## src/rtl/core/lbfv_pkg.sv

```systemverilog
// lbfv_pkg: shared types and chain lengths for the lorentz boost block
// no dependencies; used by every module in rtl/core
`default_nettype none

package lbfv_pkg;

  localparam int NORM_CELLS = 5;
  localparam int ROOT_CELLS = 31;
  localparam int QUO1_CELLS = 61;
  localparam int QUO2_CELLS = 30;

  // working word handed from cell to cell
  typedef struct packed {
    logic signed [31:0] e;
    logic signed [31:0] px;
    logic signed [31:0] py;
    logic signed [31:0] pz;
    logic signed [31:0] bx;
    logic signed [31:0] by;
    logic signed [31:0] bz;
    logic signed [63:0] bp;
    logic               invalid;
    logic               zero;
    logic [4:0]         k;
    logic [60:0]        rad;
    logic [61:0]        root;
    logic [62:0]        rem;
    logic [61:0]        dvs;
    logic [60:0]        quo;
    logic [60:0]        gq;
  } lbfv_word_t;

  typedef struct packed {
    logic signed [31:0] energy;
    logic signed [31:0] mom_x;
    logic signed [31:0] mom_y;
    logic signed [31:0] mom_z;
    logic               beta_invalid;
    logic               overflow;
  } lbfv_res_t;

endpackage

`default_nettype wire

```

## src/rtl/core/lbfv_norm_cell.sv

```systemverilog
// lbfv_norm_cell: one step of the even-shift normalization of 1 - beta^2
// depends on lbfv_pkg
`default_nettype none

module lbfv_norm_cell (
  input  logic               clk,
  input  logic               rst_n,
  input  logic               en,
  input  logic [2:0]         step_i,
  input  logic               valid_i,
  input  lbfv_pkg::lbfv_word_t word_i,
  output logic               valid_o,
  output lbfv_pkg::lbfv_word_t word_o
);
  import lbfv_pkg::*;

  logic       valid_r;
  lbfv_word_t word_r;
  lbfv_word_t word_nxt;
  logic [4:0] span;
  logic [5:0] sh;
  logic       low_rad;

  always_comb begin
    span    = 5'd16 >> step_i;
    sh      = {span, 1'b0};
    low_rad = (word_i.rad >> (6'd60 - sh)) == '0;
    word_nxt = word_i;
    if (low_rad) begin
      word_nxt.rad = word_i.rad << sh;
      word_nxt.k   = word_i.k + span;
    end
  end

  always_ff @(posedge clk) begin
    if (!rst_n) begin
      valid_r <= 1'b0;
    end else if (en) begin
      valid_r <= valid_i;
    end
  end

  always_ff @(posedge clk) begin
    if (en) begin
      word_r <= word_nxt;
    end
  end

  assign valid_o = valid_r;
  assign word_o  = word_r;

endmodule

`default_nettype wire

```

## config.mk

```make
export PLATFORM = sky130hd
export DESIGN_NAME = lbfv_norm_cell
export DESIGN_NICKNAME = d
export VERILOG_FILES = /design/src/rtl/core/lbfv_pkg.sv /design/src/rtl/core/lbfv_norm_cell.sv
export SDC_FILE = /design/constraint.sdc
export NUM_CORES = 1
export LEC_CHECK = 0
export BUFFER_PORTS_ARGS = -buffer_cell sky130_fd_sc_hd__buf_2
export CAP_MARGIN = 10
export CORE_AREA = 3 3 522 524
export DETAILED_ROUTE_END_ITERATION = 7
export DIE_AREA = 0 0 525 527
export HOLD_SLACK_MARGIN = 0.1
export PLACE_DENSITY_LB_ADDON = 0.1
export SETUP_SLACK_MARGIN = 0.02
export SLEW_MARGIN = 20
export SYNTH_ARGS = -nofsm -noshare
export SYNTH_HDL_FRONTEND = slang
export SYNTH_SLANG_ARGS = --single-unit
```

## constraint.sdc

```tcl
create_clock -name clk -period 4.47 [get_ports clk]
set_input_delay 0.447 -clock clk [delete_from_list [all_inputs] [get_ports clk]]
set_output_delay 0.447 -clock clk [all_outputs]
set_load 0.03 [all_outputs]
```

======== Word-level counts from Yosys, hierarchy flattened ========
Cells that the tools add are included.
storage, ports and cells
  bits in registers ....................... 666
  input bits .............................. 672
  output and inout bits ................... 666
  logic and storage cells ................. 25
cells by class
  add/sub/neg operators ................... 2
  shifts and indexed selects .............. 3
  multiplexer cells ....................... 1
  reductions and logical operators ........ 1
operators by type and width
  operator                                         count
  2-to-1 mux 66 bit                                1
  logical NOT 61 bit                               1
  << shifter 61 x 6 -> 61 bit                      1
  >> shifter 61 x 6 -> 61 bit                      1
  subtractor 6 bit, first input constant           1
  adder 5 bit                                      1
  >> shifter 5 x 3 -> 5 bit, first input constant  1

======== Depth between registers and ports, before layout ========
Gate-level depths: netlist (run 1).
  depth in word-level cells ............... 5
  mapped depth ............................ 15
  depth with buffers taken out ............ 10

======== Least setup slack after synthesis (run 1) ========
Ideal clock, no wire load.
  kind .................................... input port to flip-flop
  start point ............................. in step_i[1]
  end point ............................... reg word_r, in the netlist word_o[374] (data pin)
  data arrival time ....................... 2.963 ns
  path slack .............................. 1.248 ns
  stages .................................. 13
  cell sequence ........................... buf_2 -> nor2b_1 -> nand2_1 -> inv_2 -> clkbuf_1 -> clkbuf_1 -> ha_1 -> a21o_1 -> a21oi_1 -> nand2_1 -> nor4b_1 -> o21ai_0 -> xnor2_1
RTL lines
  item                  line                  RTL
  from (decl)           lbfv_norm_cell.sv:9   input logic [2:0] step_i,
  to (signal assigned)  lbfv_norm_cell.sv:45  word_r <= word_nxt;
  to (decl)             lbfv_norm_cell.sv:18  lbfv_word_t word_r;

==> run_summary.xml, run 1 <==
<?xml version="1.0" encoding="UTF-8"?>
<metrics>
  <group name="drt">
    <metric name="routed-via-count" unit="">23140</metric>
    <metric name="route.detailed.wl_per_inst" unit="um">28.85</metric>
    <metric name="drt-vias-per-instance" unit="">3.214</metric>
    <metric name="detail_route.first_pass.iterations" unit="">7</metric>
    <metric name="detail-route-antenna-nets" unit="">0</metric>
    <metric name="drcViolationCount" unit="">0</metric>
    <metric name="wirelength" unit="mm">207.7</metric>
    <metric name="detail_route.iter0.violations" unit="">1831</metric>
  </group>
  <group name="yosys">
    <metric name="synth-edff-count" unit="">665</metric>
    <metric name="synth_cell_types" unit="">67</metric>
    <metric name="postSynthCellCount" unit="">1444</metric>
    <metric name="ys_seq_elements" unit="">666</metric>
    <metric name="syn-mean-instance-area" unit="um^2">16.91</metric>
    <metric name="mappedNetlistArea" unit="um^2">24420</metric>
    <metric name="postSynth.topFlopCell" unit="">sky130_fd_sc_hd__edfxtp_1</metric>
    <metric name="async_flop_share" unit="%">0</metric>
    <metric name="syn_nets" unit="">2120</metric>
    <metric name="synth_warnings" unit="">0</metric>
    <metric name="register_area_share_after_synthesis" unit="%">81.87</metric>
  </group>
  <group name="critical_path">
    <metric name="worst_r2r_startpoint" unit="">valid_o</metric>
    <metric name="cp.arrival" unit="ps">4540</metric>
    <metric name="critical_path_required" unit="ps">5020</metric>
    <metric name="timing.critical_path.fanout_max" unit="">27</metric>
    <metric name="worstSetupStartpointType" unit="">primary input</metric>
    <metric name="setup.worst_path.class" unit="">in -&gt; reg</metric>
    <metric name="worst_r2r_path_depth" unit="">3</metric>
    <metric name="endpoint_of_the_worst_register_to_register_path" unit="">valid_o</metric>
    <metric name="worst_reg2reg_setup_slack" unit="ps">3330</metric>
    <metric name="crit_path_end_kind" unit="">flop</metric>
  </group>
  <group name="floorplan">
    <metric name="floorplan_core_area" unit="um^2">267900</metric>
    <metric name="top_level_ports" unit="">1338</metric>
    <metric name="fp.dieH" unit="um">527</metric>
    <metric name="floorplan.rows" unit="">190</metric>
    <metric name="start_util" unit="%">9.114</metric>
    <metric name="fp.dieArea" unit="um^2">276700</metric>
    <metric name="die_width" unit="um">525</metric>
  </group>
  <group name="finish">
    <metric name="final_cell_mix" unit="">sky130_fd_sc_hd__buf_2, sky130_fd_sc_hd__edfxtp_1, sky130_fd_sc_hd__dlygate4sd3_1</metric>
    <metric name="final_net_count" unit="">4210</metric>
    <metric name="area_growth_syn_to_layout" unit="%">86.28</metric>
    <metric name="layout_commonest_cell" unit="">sky130_fd_sc_hd__buf_2</metric>
    <metric name="layout-drive-gt1-share" unit="%">44.61</metric>
  </group>
  <group name="global_routing">
    <metric name="grt_start_max_net_pins" unit="">103</metric>
    <metric name="grt_pass1_vias" unit="">23570</metric>
    <metric name="globalRouteOverflowTotal" unit="">0</metric>
    <metric name="gr-usage-all-layers" unit="%">14.39</metric>
    <metric name="grt_antenna_before_repair" unit="">82</metric>
    <metric name="grt_first_pass_wirelength" unit="mm">262.7</metric>
  </group>
  <group name="sta">
    <metric name="setup_viol_count_final" unit="">0</metric>
    <metric name="period_share" unit="%">89.28</metric>
    <metric name="clock.fmax" unit="MHz">250.6</metric>
    <metric name="skew" unit="ps">0</metric>
    <metric name="grt_setup_unrepaired" unit="">no</metric>
    <metric name="finalSetupTns" unit="ps">0</metric>
    <metric name="fin_worst_hold_slack" unit="ps">204.0</metric>
    <metric name="hold_violations" unit="">0</metric>
    <metric name="timing.final.crit_period" unit="ps">3991</metric>
    <metric name="slew_headroom" unit="%">25.45</metric>
    <metric name="maxSlewViolCount" unit="">0</metric>
    <metric name="tightest_slew" unit="ps">1118</metric>
  </group>
  <group name="pwr">
    <metric name="design_power_total" unit="uW">18800</metric>
    <metric name="power-per-cell-area" unit="nW/um^2">413.4</metric>
    <metric name="power.leakage" unit="uW">0.01786</metric>
    <metric name="internal_power" unit="uW">12800</metric>
    <metric name="p_switching" unit="uW">6000</metric>
    <metric name="seq_power_share" unit="%">40.8</metric>
    <metric name="clock_share_of_power" unit="%">39.2</metric>
    <metric name="p_sw_share" unit="%">31.91</metric>
    <metric name="pwr-share-comb" unit="%">20.0</metric>
    <metric name="vdd_drop_max" unit="mV">0.2429</metric>
  </group>
  <group name="place">
    <metric name="port_buffers" unit="">1337</metric>
    <metric name="detailedPlacementHpwl" unit="mm">171.0</metric>
    <metric name="gpl.final_weighted_congestion" unit="">0.8404</metric>
  </group>
  <group name="clock_network">
    <metric name="clk-insertion-delay-late" unit="ps">810</metric>
    <metric name="cts-htree-levels" unit="">3</metric>
    <metric name="tritoncts" unit="">built</metric>
    <metric name="number_of_setup_buffers_added_after_cts" unit="">0</metric>
    <metric name="clock-root-buffer" unit="">sky130_fd_sc_hd__clkbuf_16</metric>
    <metric name="clk_transition_reported_paths" unit="ps">60</metric>
    <metric name="tritoncts_num_sinks" unit="">666</metric>
    <metric name="longest_clk_path_bufs" unit="">4</metric>
    <metric name="number_of_cts_inserted_buffers" unit="">97</metric>
  </group>
  <group name="hold_path">
    <metric name="hold_path_startpoint" unit="">word_i[352]</metric>
    <metric name="worst_hold_path.num_cells" unit="">2</metric>
    <metric name="hp-class" unit="">in -&gt; reg</metric>
    <metric name="timing.hold.worst_endpoint" unit="">word_o[352]</metric>
  </group>
  <group name="flow_run">
    <metric name="max_cap_violations" unit="">0</metric>
  </group>
  <group name="status">
    <metric name="outcome" unit="">finished, final reports clean</metric>
  </group>
</metrics>
==> cells in the mapped netlist, types with 5 or more instances <==
cell type / n / area share (%)
sky130_fd_sc_hd__edfxtp_1: 665 / 82
sky130_fd_sc_hd__nor2_1: 109 / 1.7
sky130_fd_sc_hd__nand2_1: 90 / 1.4
sky130_fd_sc_hd__o21ai_0: 86 / 1.8
sky130_fd_sc_hd__a21oi_1: 72 / 1.5
sky130_fd_sc_hd__clkbuf_1: 45 / 0.69
sky130_fd_sc_hd__inv_1: 38 / 0.58
sky130_fd_sc_hd__o22ai_1: 24 / 0.61
sky130_fd_sc_hd__o221ai_1: 23 / 0.82
sky130_fd_sc_hd__a211oi_1: 19 / 0.58
sky130_fd_sc_hd__nor3b_1: 19 / 0.58
sky130_fd_sc_hd__o211ai_1: 19 / 0.58
sky130_fd_sc_hd__mux2_2: 18 / 0.83
sky130_fd_sc_hd__buf_2: 17 / 0.35
sky130_fd_sc_hd__buf_1: 12 / 0.18
sky130_fd_sc_hd__nand2b_1: 12 / 0.31
sky130_fd_sc_hd__nand3_1: 12 / 0.25
sky130_fd_sc_hd__a22oi_1: 11 / 0.34
sky130_fd_sc_hd__a31oi_1: 11 / 0.28
sky130_fd_sc_hd__nor3_1: 10 / 0.20
sky130_fd_sc_hd__a221oi_1: 9 / 0.32
sky130_fd_sc_hd__mux2i_1: 8 / 0.33
sky130_fd_sc_hd__a222oi_1: 7 / 0.29
sky130_fd_sc_hd__nand4_1: 6 / 0.15
sky130_fd_sc_hd__nor2b_1: 6 / 0.15
sky130_fd_sc_hd__or3_1: 6 / 0.15
sky130_fd_sc_hd__and2_1: 5 / 0.13
sky130_fd_sc_hd__o21a_1: 5 / 0.15
==> per-layer routing <==
layer	vias up	track usage (%)	wire length, um
met5	-	0	89
met4	12	3.728	5347
li1	9892	-	-
met3	232	3.485	13100
met2	1148	24.94	102700
met1	11860	17.75	86490
==> power by group through the flow <==
stage	Sequential (uW)	Clock [uW]	Combinational [uW]
detailed placement	7800	0	3300
CTS	7690	7820	3860
global route	7720	7980	3910
global placement	7820	0	3330
floorplan	8750	0	376
finish	7660	7380	3760
==> how the worst max path moves through the flow <==
stage                     cells past startpoint  slack (ps)     endpoint      start
after floorplan                              13        1250  word_o[374]  step_i[1]
after global placement                       14         200  word_o[357]  step_i[1]
after detailed placement                     14         230  word_o[357]  step_i[1]
after CTS                                    15         750  word_o[313]  step_i[1]
after global routing                         15         370  word_o[313]  step_i[1]
final                                        15         480  word_o[313]  step_i[1]
==> through the flow <==
step | utilization (%) | setup WS, ps | cell area (um^2) | instances
after floorplan | - | 1248 | 24420 | 1444
after global placement | 13.52 | 199.2 | 36220 | 6360
after detailed placement | 13.52 | 230.0 | 36220 | 6360
after CTS | 16.94 | 746.1 | 45380 | 7159
after global routing | 16.97 | 374.3 | 45450 | 7187
final | 16.98 | 479.2 | 45480 | 7199
==> cells by family after synthesis <==
group | Yosys count | share of synthesized area [%]
compound gates | 324 | 8.583
mux | 27 | 1.250
buf+inv | 120 | 2.101
flops | 666 | 81.87
fa+ha+maj | 4 | 0.2357
simple gates | 299 | 5.821
xor+xnor | 4 | 0.1435
==> registers in the layout, indices dropped and copies added, names as in the netlist <==
register and flops:
word_o 665, valid_o 1
==> what timing repair did <==
item | 4_1_cts | 5_1_grt
hold buffers | 627 | 0
hold endpoints to repair | 626 | 0
gates resized for setup | 0 | 0
==> cell type report <==
class,instances,area (um^2)
flip-flops and latches,666,19990
clock buffers,119,2510
repair buffers,2072,13990
multi-input cells,658,3926
inverters,39,146.4
diodes,40,100.1
fillers,29860,222400
clock inverters,53,380.4
well taps,3552,4444
==> worst max-delay path, cell delays in order <==
cell and delay (ps):
sky130_fd_sc_hd__buf_2 440, sky130_fd_sc_hd__buf_4 420, sky130_fd_sc_hd__nand2b_1 150, sky130_fd_sc_hd__a21oi_1 100
sky130_fd_sc_hd__nor4_1 600, sky130_fd_sc_hd__buf_4 240, sky130_fd_sc_hd__a41oi_1 150, sky130_fd_sc_hd__nor4_2 250
sky130_fd_sc_hd__nor4_1 150, sky130_fd_sc_hd__nor4b_4 380, sky130_fd_sc_hd__buf_4 220, sky130_fd_sc_hd__buf_12 140
sky130_fd_sc_hd__buf_4 170, sky130_fd_sc_hd__o22ai_1 90, sky130_fd_sc_hd__dlygate4sd3_1 570
Note: power is estimated with default switching activity, not from simulation.
==> run 2: changes to the inputs <==
--- a/config.mk
+++ b/config.mk
@@ -5,11 +5,12 @@
 export SDC_FILE = /design/constraint.sdc
 export NUM_CORES = 1
 export LEC_CHECK = 0
+export ABC_AREA = 1
 export BUFFER_PORTS_ARGS = -buffer_cell sky130_fd_sc_hd__buf_2
 export CAP_MARGIN = 10
-export CORE_AREA = 3 3 522 524
+export CORE_AREA = 3 3 527 529
 export DETAILED_ROUTE_END_ITERATION = 7
-export DIE_AREA = 0 0 525 527
+export DIE_AREA = 0 0 530 532
 export HOLD_SLACK_MARGIN = 0.1
 export PLACE_DENSITY_LB_ADDON = 0.1
 export SETUP_SLACK_MARGIN = 0.02
==> run_summary.xml, run 2 <==
<?xml version="1.0" encoding="UTF-8"?>
<metrics>
  <group name="status">
    <metric name="outcome" unit="">finished, final reports clean</metric>
  </group>
  <group name="floorplan">
    <metric name="floorplan.rows" unit="">192</metric>
    <metric name="die_width" unit="um">530</metric>
    <metric name="fp.dieH" unit="um">532</metric>
    <metric name="start_util" unit="%">9.124</metric>
    <metric name="floorplan_core_area" unit="um^2">273400</metric>
    <metric name="top_level_ports" unit="">1338</metric>
    <metric name="fp.dieArea" unit="um^2">282000</metric>
  </group>
  <group name="sta">
    <metric name="slew_headroom" unit="%">42.64</metric>
    <metric name="finalSetupTns" unit="ps">0</metric>
    <metric name="setup_viol_count_final" unit="">0</metric>
    <metric name="clock.fmax" unit="MHz">334.7</metric>
    <metric name="hold_violations" unit="">0</metric>
    <metric name="fin_worst_hold_slack" unit="ps">177.4</metric>
    <metric name="tightest_slew" unit="ps">851.5</metric>
    <metric name="period_share" unit="%">66.84</metric>
    <metric name="skew" unit="ps">0</metric>
    <metric name="maxSlewViolCount" unit="">0</metric>
    <metric name="timing.final.crit_period" unit="ps">2988</metric>
    <metric name="grt_setup_unrepaired" unit="">no</metric>
  </group>
  <group name="critical_path">
    <metric name="worst_r2r_startpoint" unit="">valid_o</metric>
    <metric name="worst_path_most_repeated_cell" unit="">sky130_fd_sc_hd__nor2_1</metric>
    <metric name="timing.critical_path.fanout_max" unit="">33</metric>
    <metric name="endpoint_of_the_worst_register_to_register_path" unit="">valid_o</metric>
    <metric name="cp.arrival" unit="ps">3480</metric>
    <metric name="critical_path_slowest_stage_cell" unit="">sky130_fd_sc_hd__nand2_2</metric>
    <metric name="timing.critical_path.cells" unit="">buf_2 &gt; nor2_2 &gt; nand2_2 &gt; buf_12 &gt; o22ai_1 &gt; nor2_1 &gt; inv_1 &gt; nor2_1 &gt; nand2_1 &gt; nor2_1 &gt; nor2_1 &gt; nor2_1 &gt; nand2_1 &gt; nor2_4 &gt; nand2_2 &gt; buf_12 &gt; nand2_1 &gt; nand2_1</metric>
    <metric name="critical_path.max_stage_delay" unit="ps">440</metric>
    <metric name="crit_path_end_kind" unit="">flop</metric>
    <metric name="setup.worst_path.class" unit="">in -&gt; reg</metric>
    <metric name="worst_reg2reg_setup_slack" unit="ps">3260</metric>
    <metric name="critical_path_required" unit="ps">4960</metric>
    <metric name="worstSetupStartpointType" unit="">primary input</metric>
    <metric name="worst_r2r_path_depth" unit="">3</metric>
  </group>
  <group name="drt">
    <metric name="routed-via-count" unit="">24170</metric>
    <metric name="drt-vias-per-instance" unit="">3.189</metric>
    <metric name="wirelength" unit="mm">212.0</metric>
    <metric name="detail-route-antenna-nets" unit="">0</metric>
    <metric name="detail_route.iter0.violations" unit="">1493</metric>
    <metric name="route.detailed.wl_per_inst" unit="um">27.97</metric>
    <metric name="detail_route.first_pass.iterations" unit="">6</metric>
    <metric name="drcViolationCount" unit="">0</metric>
  </group>
  <group name="yosys">
    <metric name="synth_cell_types" unit="">39</metric>
    <metric name="post_synth_most_frequent_cells" unit="">sky130_fd_sc_hd__edfxtp_1, sky130_fd_sc_hd__nand2_1, sky130_fd_sc_hd__nand3_1</metric>
    <metric name="mappedNetlistArea" unit="um^2">24940</metric>
    <metric name="synth_top_cell_by_area" unit="">sky130_fd_sc_hd__edfxtp_1</metric>
    <metric name="synth_warnings" unit="">0</metric>
    <metric name="synth.most_common_cell" unit="">sky130_fd_sc_hd__edfxtp_1</metric>
    <metric name="yosysTopAreaCellShare" unit="%">80.06</metric>
    <metric name="synth-edff-count" unit="">665</metric>
    <metric name="async_flop_share" unit="%">0</metric>
    <metric name="syn-mean-instance-area" unit="um^2">14.29</metric>
    <metric name="postSynth.topFlopCell" unit="">sky130_fd_sc_hd__edfxtp_1</metric>
    <metric name="register_area_share_after_synthesis" unit="%">80.14</metric>
    <metric name="ys_seq_elements" unit="">666</metric>
    <metric name="synth.area.top_cells" unit="">sky130_fd_sc_hd__edfxtp_1, sky130_fd_sc_hd__nand2_1, sky130_fd_sc_hd__nand3_1</metric>
    <metric name="syn_nets" unit="">2422</metric>
    <metric name="postSynthCellCount" unit="">1746</metric>
  </group>
  <group name="clock_network">
    <metric name="longest_clk_path_bufs" unit="">4</metric>
    <metric name="clk-insertion-delay-late" unit="ps">820</metric>
    <metric name="number_of_cts_inserted_buffers" unit="">101</metric>
    <metric name="clk_transition_reported_paths" unit="ps">50</metric>
    <metric name="tritoncts" unit="">built</metric>
    <metric name="clock-root-buffer" unit="">sky130_fd_sc_hd__clkbuf_16</metric>
    <metric name="cts-htree-levels" unit="">3</metric>
    <metric name="tritoncts_num_sinks" unit="">666</metric>
  </group>
  <group name="place">
    <metric name="detailedPlacementHpwl" unit="mm">175.3</metric>
    <metric name="gpl.final_weighted_congestion" unit="">0.8446</metric>
    <metric name="port_buffers" unit="">1337</metric>
  </group>
  <group name="finish">
    <metric name="fillers" unit="">30670</metric>
    <metric name="layout_commonest_cell" unit="">sky130_fd_sc_hd__buf_2</metric>
    <metric name="layout-drive-gt1-share" unit="%">40.44</metric>
    <metric name="final_cell_mix" unit="">sky130_fd_sc_hd__buf_2, sky130_fd_sc_hd__dlygate4sd3_1, sky130_fd_sc_hd__edfxtp_1</metric>
    <metric name="postLayoutCoreUtil" unit="%">17.06</metric>
    <metric name="largest_register_ff_count" unit="">665</metric>
    <metric name="final_net_count" unit="">4556</metric>
    <metric name="area_growth_syn_to_layout" unit="%">86.95</metric>
  </group>
  <group name="global_routing">
    <metric name="globalRouteOverflowTotal" unit="">0</metric>
    <metric name="gr-usage-all-layers" unit="%">14.40</metric>
    <metric name="grt_pass1_vias" unit="">25190</metric>
    <metric name="grt_first_pass_wirelength" unit="mm">268.5</metric>
    <metric name="grt_antenna_before_repair" unit="">96</metric>
    <metric name="grt_start_max_net_pins" unit="">88</metric>
  </group>
  <group name="hold_path">
    <metric name="worst_hold_path.num_cells" unit="">3</metric>
    <metric name="hp-class" unit="">in -&gt; reg</metric>
    <metric name="timing.hold.worst_endpoint" unit="">word_o[358]</metric>
    <metric name="hold_path_startpoint" unit="">word_i[358]</metric>
  </group>
  <group name="flow_run">
    <metric name="max_cap_violations" unit="">0</metric>
  </group>
  <group name="pwr">
    <metric name="power-per-cell-area" unit="nW/um^2">412.8</metric>
    <metric name="vdd_drop_max" unit="mV">0.2792</metric>
    <metric name="power.leakage" unit="uW">0.01926</metric>
  </group>
</metrics>
-- run 2: changes by cell type in the layout (fill, tap and decap cells not counted), moves of 30 or more --
cell                            before  now
sky130_fd_sc_hd__a21oi_1            72   19
sky130_fd_sc_hd__dlygate4sd3_1     627  667
sky130_fd_sc_hd__inv_1              38   73
sky130_fd_sc_hd__nand2_1            90  419
sky130_fd_sc_hd__nand3_1            12  188
sky130_fd_sc_hd__nand4_1             6   36
sky130_fd_sc_hd__nor2_1            109   65
-- run 2: cells by family after synthesis --
kind of cell	share of synthesized area, %
adder cells (fa/ha/maj)	0.2308
XOR/XNOR	0.1405
multiplexers	0.04013
AO/OA/AOI/OAI	4.023
AND/OR/NAND/NOR	12.46
buffers and inverters	2.964
flip-flops	80.14
-- run 2: layout make-up --
cell class | instances | area (um^2) | area share [%]
sequential | 666 | 19990 | 42.86
timing repair buffer | 2119 | 14520 | 31.13
tap | 3589 | 4491 | 9.629
multi-input combinational | 914 | 4229 | 9.069
clock buffer | 128 | 2629 | 5.637
clock inverter | 44 | 382.9 | 0.8210
inverter | 78 | 294.0 | 0.6305
antenna | 41 | 102.6 | 0.2200
-- run 2: critical path: cells and delay by family --
| family | cells | cell delay (ps) |
|---|---|---|
| AOI/OAI and AO/OA | 1 | 90 |
| buffers and inverters | 4 | 940 |
| and+or+nand+nor | 13 | 1940 |
-- run 2: where the power goes --
part           internal (uW)  switching, uW  leakage, uW
registers               7460            200      0.00652
logic                   1200           2720       0.0113
clock network           4370           3290      0.00146
-- run 2: per-stage QoR --
step	setup slack, ps	cell area (um^2)	std cells	power, uW
after global placement	662.9	36840	6699	11290
after global routing	1237	46610	7570	20080
after floorplan	1762	24940	1746	9203
after detailed placement	668.0	36840	6699	11250
final	1482	46630	7579	19250
after CTS	1524	46530	7538	19810
-- run 2: what timing repair did --
action	4_1_cts	5_1_grt
setup endpoints to repair	0	0
endpoints found under the hold margin	668	0
hold buffers	667	0
setup buffers	0	0
resized for setup	0	0
-- run 2: routing by layer --
layer	track usage (%)	wire [um]	part of all wire (%)	up-vias
met3	3.330	13580	6.4	246
met5	0	82	0.039	-
met4	3.267	5065	2.4	12
met2	26.27	109000	51	1100
li1	-	-	-	10670
met1	16.91	84260	40	12140
-- run 2: worst max-delay path by stage --
stage	startpoint	endpoint	slack (ps)	depth (start not counted)
final	step_i[1]	word_o[348]	1480	18
after global routing	step_i[1]	word_o[346]	1240	18
after CTS	step_i[1]	word_o[348]	1520	18
after detailed placement	step_i[1]	word_o[321]	670	18
after global placement	step_i[1]	word_o[342]	660	18
after floorplan	step_i[1]	word_o[374]	1760	13
==> run 3: changes to the inputs <==
--- a/config.mk
+++ b/config.mk
@@ -8,9 +8,9 @@
 export ABC_AREA = 1
 export BUFFER_PORTS_ARGS = -buffer_cell sky130_fd_sc_hd__buf_2
 export CAP_MARGIN = 10
-export CORE_AREA = 3 3 527 529
+export CORE_AREA = 3 3 521 523
 export DETAILED_ROUTE_END_ITERATION = 7
-export DIE_AREA = 0 0 530 532
+export DIE_AREA = 0 0 524 526
 export HOLD_SLACK_MARGIN = 0.1
 export PLACE_DENSITY_LB_ADDON = 0.1
 export SETUP_SLACK_MARGIN = 0.02
==> constraint.sdc (replaced) <==
create_clock -name clk -period 2.5 [get_ports clk]
set_input_delay 0.25 -clock clk [delete_from_list [all_inputs] [get_ports clk]]
set_output_delay 0.25 -clock clk [all_outputs]
set_load 0.03 [all_outputs]
==> run_summary.xml, run 3 (same netlist as run 2, synthesis figures left out) <==
<?xml version="1.0" encoding="UTF-8"?>
<metrics>
  <group name="floorplan">
    <metric name="start_util" unit="%">9.327</metric>
    <metric name="top_level_ports" unit="">1338</metric>
    <metric name="floorplan.rows" unit="">190</metric>
    <metric name="floorplan_core_area" unit="um^2">267400</metric>
    <metric name="fp.dieArea" unit="um^2">275600</metric>
    <metric name="fp.dieH" unit="um">526</metric>
    <metric name="die_width" unit="um">524</metric>
  </group>
  <group name="critical_path">
    <metric name="critical_path.max_stage_delay" unit="ps">520</metric>
    <metric name="setup.worst_path.class" unit="">in -&gt; reg</metric>
    <metric name="critical_path_slowest_stage_cell" unit="">sky130_fd_sc_hd__dlygate4sd3_1</metric>
    <metric name="worst_r2r_path_depth" unit="">3</metric>
    <metric name="endpoint_of_the_worst_register_to_register_path" unit="">valid_o</metric>
    <metric name="cp.arrival" unit="ps">2880</metric>
    <metric name="endpoint" unit="">word_o[348]</metric>
    <metric name="critical_path_required" unit="ps">2950</metric>
    <metric name="worst_r2r_startpoint" unit="">valid_o</metric>
    <metric name="timing.critical_path.fanout_max" unit="">17</metric>
    <metric name="crit_path_end_kind" unit="">flop</metric>
    <metric name="worstSetupStartpointType" unit="">primary input</metric>
    <metric name="crit_path_from" unit="">word_i[361]</metric>
    <metric name="timing.critical_path.cells" unit="">dlygate4sd3_1 &gt; buf_2 &gt; o211ai_1 &gt; nand3_1 &gt; o21ai_2 &gt; nand3_1 &gt; nor2_1 &gt; nor2_1 &gt; nor2_1 &gt; nand2_1 &gt; nand2_4 &gt; nand2_8 &gt; buf_8 &gt; nand2_1 &gt; nand2_1</metric>
    <metric name="worst_reg2reg_setup_slack" unit="ps">1310</metric>
  </group>
  <group name="flow_run">
    <metric name="max_cap_violations" unit="">0</metric>
  </group>
  <group name="place">
    <metric name="detailedPlacementHpwl" unit="mm">174.6</metric>
    <metric name="gpl.final_weighted_congestion" unit="">0.8330</metric>
    <metric name="port_buffers" unit="">1337</metric>
  </group>
  <group name="finish">
    <metric name="largest_register_ff_count" unit="">665</metric>
    <metric name="area_growth_syn_to_layout" unit="%">94.63</metric>
    <metric name="layout_commonest_cell" unit="">sky130_fd_sc_hd__buf_2</metric>
    <metric name="final_net_count" unit="">4748</metric>
    <metric name="final_cell_mix" unit="">sky130_fd_sc_hd__buf_2, sky130_fd_sc_hd__dlygate4sd3_1, sky130_fd_sc_hd__edfxtp_1</metric>
    <metric name="layout-drive-gt1-share" unit="%">43.76</metric>
    <metric name="postLayoutCoreUtil" unit="%">18.15</metric>
  </group>
  <group name="clock_network">
    <metric name="tritoncts" unit="">built</metric>
    <metric name="number_of_cts_inserted_buffers" unit="">97</metric>
    <metric name="clk_transition_reported_paths" unit="ps">60</metric>
    <metric name="cts-htree-levels" unit="">3</metric>
    <metric name="longest_clk_path_bufs" unit="">3</metric>
    <metric name="tritoncts_num_sinks" unit="">666</metric>
    <metric name="clk-insertion-delay-late" unit="ps">730</metric>
    <metric name="clock-root-buffer" unit="">sky130_fd_sc_hd__clkbuf_16</metric>
  </group>
  <group name="drt">
    <metric name="route.detailed.wl_per_inst" unit="um">27.19</metric>
    <metric name="detail-route-antenna-nets" unit="">0</metric>
    <metric name="detail_route.first_pass.iterations" unit="">5</metric>
    <metric name="routed-via-count" unit="">24630</metric>
    <metric name="detail_route.iter0.violations" unit="">1534</metric>
    <metric name="drt-vias-per-instance" unit="">3.178</metric>
    <metric name="drcViolationCount" unit="">0</metric>
    <metric name="wirelength" unit="mm">210.7</metric>
  </group>
  <group name="hold_path">
    <metric name="hp-class" unit="">in -&gt; reg</metric>
  </group>
  <group name="sta">
    <metric name="setup_viol_count_final" unit="">0</metric>
    <metric name="clock.fmax" unit="MHz">413.0</metric>
    <metric name="hold_violations" unit="">0</metric>
    <metric name="maxSlewViolCount" unit="">0</metric>
    <metric name="skew" unit="ps">0</metric>
    <metric name="tightest_slew" unit="ps">697.8</metric>
    <metric name="period_share" unit="%">96.85</metric>
    <metric name="slew_headroom" unit="%">52.99</metric>
    <metric name="timing.final.crit_period" unit="ps">2421</metric>
    <metric name="grt_setup_unrepaired" unit="">no</metric>
  </group>
  <group name="global_routing">
    <metric name="grt_antenna_before_repair" unit="">83</metric>
    <metric name="globalRouteOverflowTotal" unit="">0</metric>
    <metric name="gr-usage-all-layers" unit="%">14.48</metric>
    <metric name="grt_first_pass_wirelength" unit="mm">265.1</metric>
    <metric name="grt_start_max_net_pins" unit="">66</metric>
    <metric name="grt_pass1_vias" unit="">25770</metric>
  </group>
  <group name="pwr">
    <metric name="power.leakage" unit="uW">0.02037</metric>
    <metric name="vdd_drop_max" unit="mV">0.5310</metric>
    <metric name="design_power_total" unit="uW">35010</metric>
    <metric name="power-per-cell-area" unit="nW/um^2">721.0</metric>
  </group>
  <group name="status">
    <metric name="outcome" unit="">finished, final reports clean</metric>
  </group>
</metrics>
-- run 3: cell types whose count changed in the layout (fill, tap and decap cells not counted), moves of 5 or more --
| cell | before | now |
|---|---|---|
| sky130_fd_sc_hd__buf_4 | 93 | 268 |
| sky130_fd_sc_hd__buf_12 | 22 | 34 |
| sky130_fd_sc_hd__clkinv_16 | 0 | 6 |
| sky130_fd_sc_hd__clkbuf_1 | 27 | 22 |
| sky130_fd_sc_hd__clkbuf_8 | 0 | 5 |
| sky130_fd_sc_hd__diode_2 | 41 | 46 |
| sky130_fd_sc_hd__nand3_1 | 188 | 183 |
| sky130_fd_sc_hd__nand3_2 | 1 | 6 |
-- run 3: layout make-up --
cell class,instances,area [um^2]
diodes,46,115.1
repair buffers,2315,16230
clock inverters,54,565.5
flip-flops and latches,666,19990
clock buffers,125,2604
inverters,78,294.0
fillers,29980,218900
well taps,3552,4444
multi-input cells,914,4307
-- run 3: stage by stage --
step                instances  instance area, um^2  setup TNS [ps]  hold slack [ps]  worst slack [ps]
floorplan                1746                24950               0            343.5             28.57
global placement         6846                38320          -42670            426.2            -742.4
detailed placement       6846                38320          -40220            428.1            -754.5
CTS                      7693                48170               0            119.1             27.24
global route             7737                48520               0            154.0             4.703
finish                   7750                48550               0            229.1             78.70
-- run 3: power breakdown --
part	total, uW	switching (uW)	internal (uW)
Clock	13900	5980	7940
Combinational	7430	4970	2460
Sequential	13700	318	13300
-- run 3: how the worst min path moves through the flow --
stage / endpoint / depth (start not counted) / startpoint
4_1_cts: word_o[451] / 2 / word_i[451]
3_3_place_gp: word_o[521] / 1 / word_i[521]
2_1_floorplan: valid_o / 1 / en
5_1_grt: word_o[508] / 2 / word_i[508]
6_report: word_o[235] / 2 / word_i[235]
3_5_place_dp: word_o[278] / 1 / word_i[278]
-- run 3: what timing repair did --
action	4_1_cts	5_1_grt
gates resized for setup	0	25
hold buffers	668	0
endpoints found under the hold margin	680	0
buffers inserted	0	4
endpoints found under the setup margin	0	65
-- run 3: metal layers --
| metal | up-vias | routed length [um] | global-route usage (%) |
|---|---|---|---|
| li1 | 11080 | - | - |
| met5 | - | 69 | 0 |
| met3 | 221 | 14420 | 3.688 |
| met1 | 12230 | 84280 | 17.10 |
| met4 | 12 | 5213 | 3.221 |
| met2 | 1096 | 106700 | 26.04 |
-- run 3: critical path, delay by kind of cell --
family / cells / cell delay, ps
AOI/OAI and AO/OA: 2 / 490
and+or+nand+nor: 10 / 1210
buffers and inverters: 3 / 910
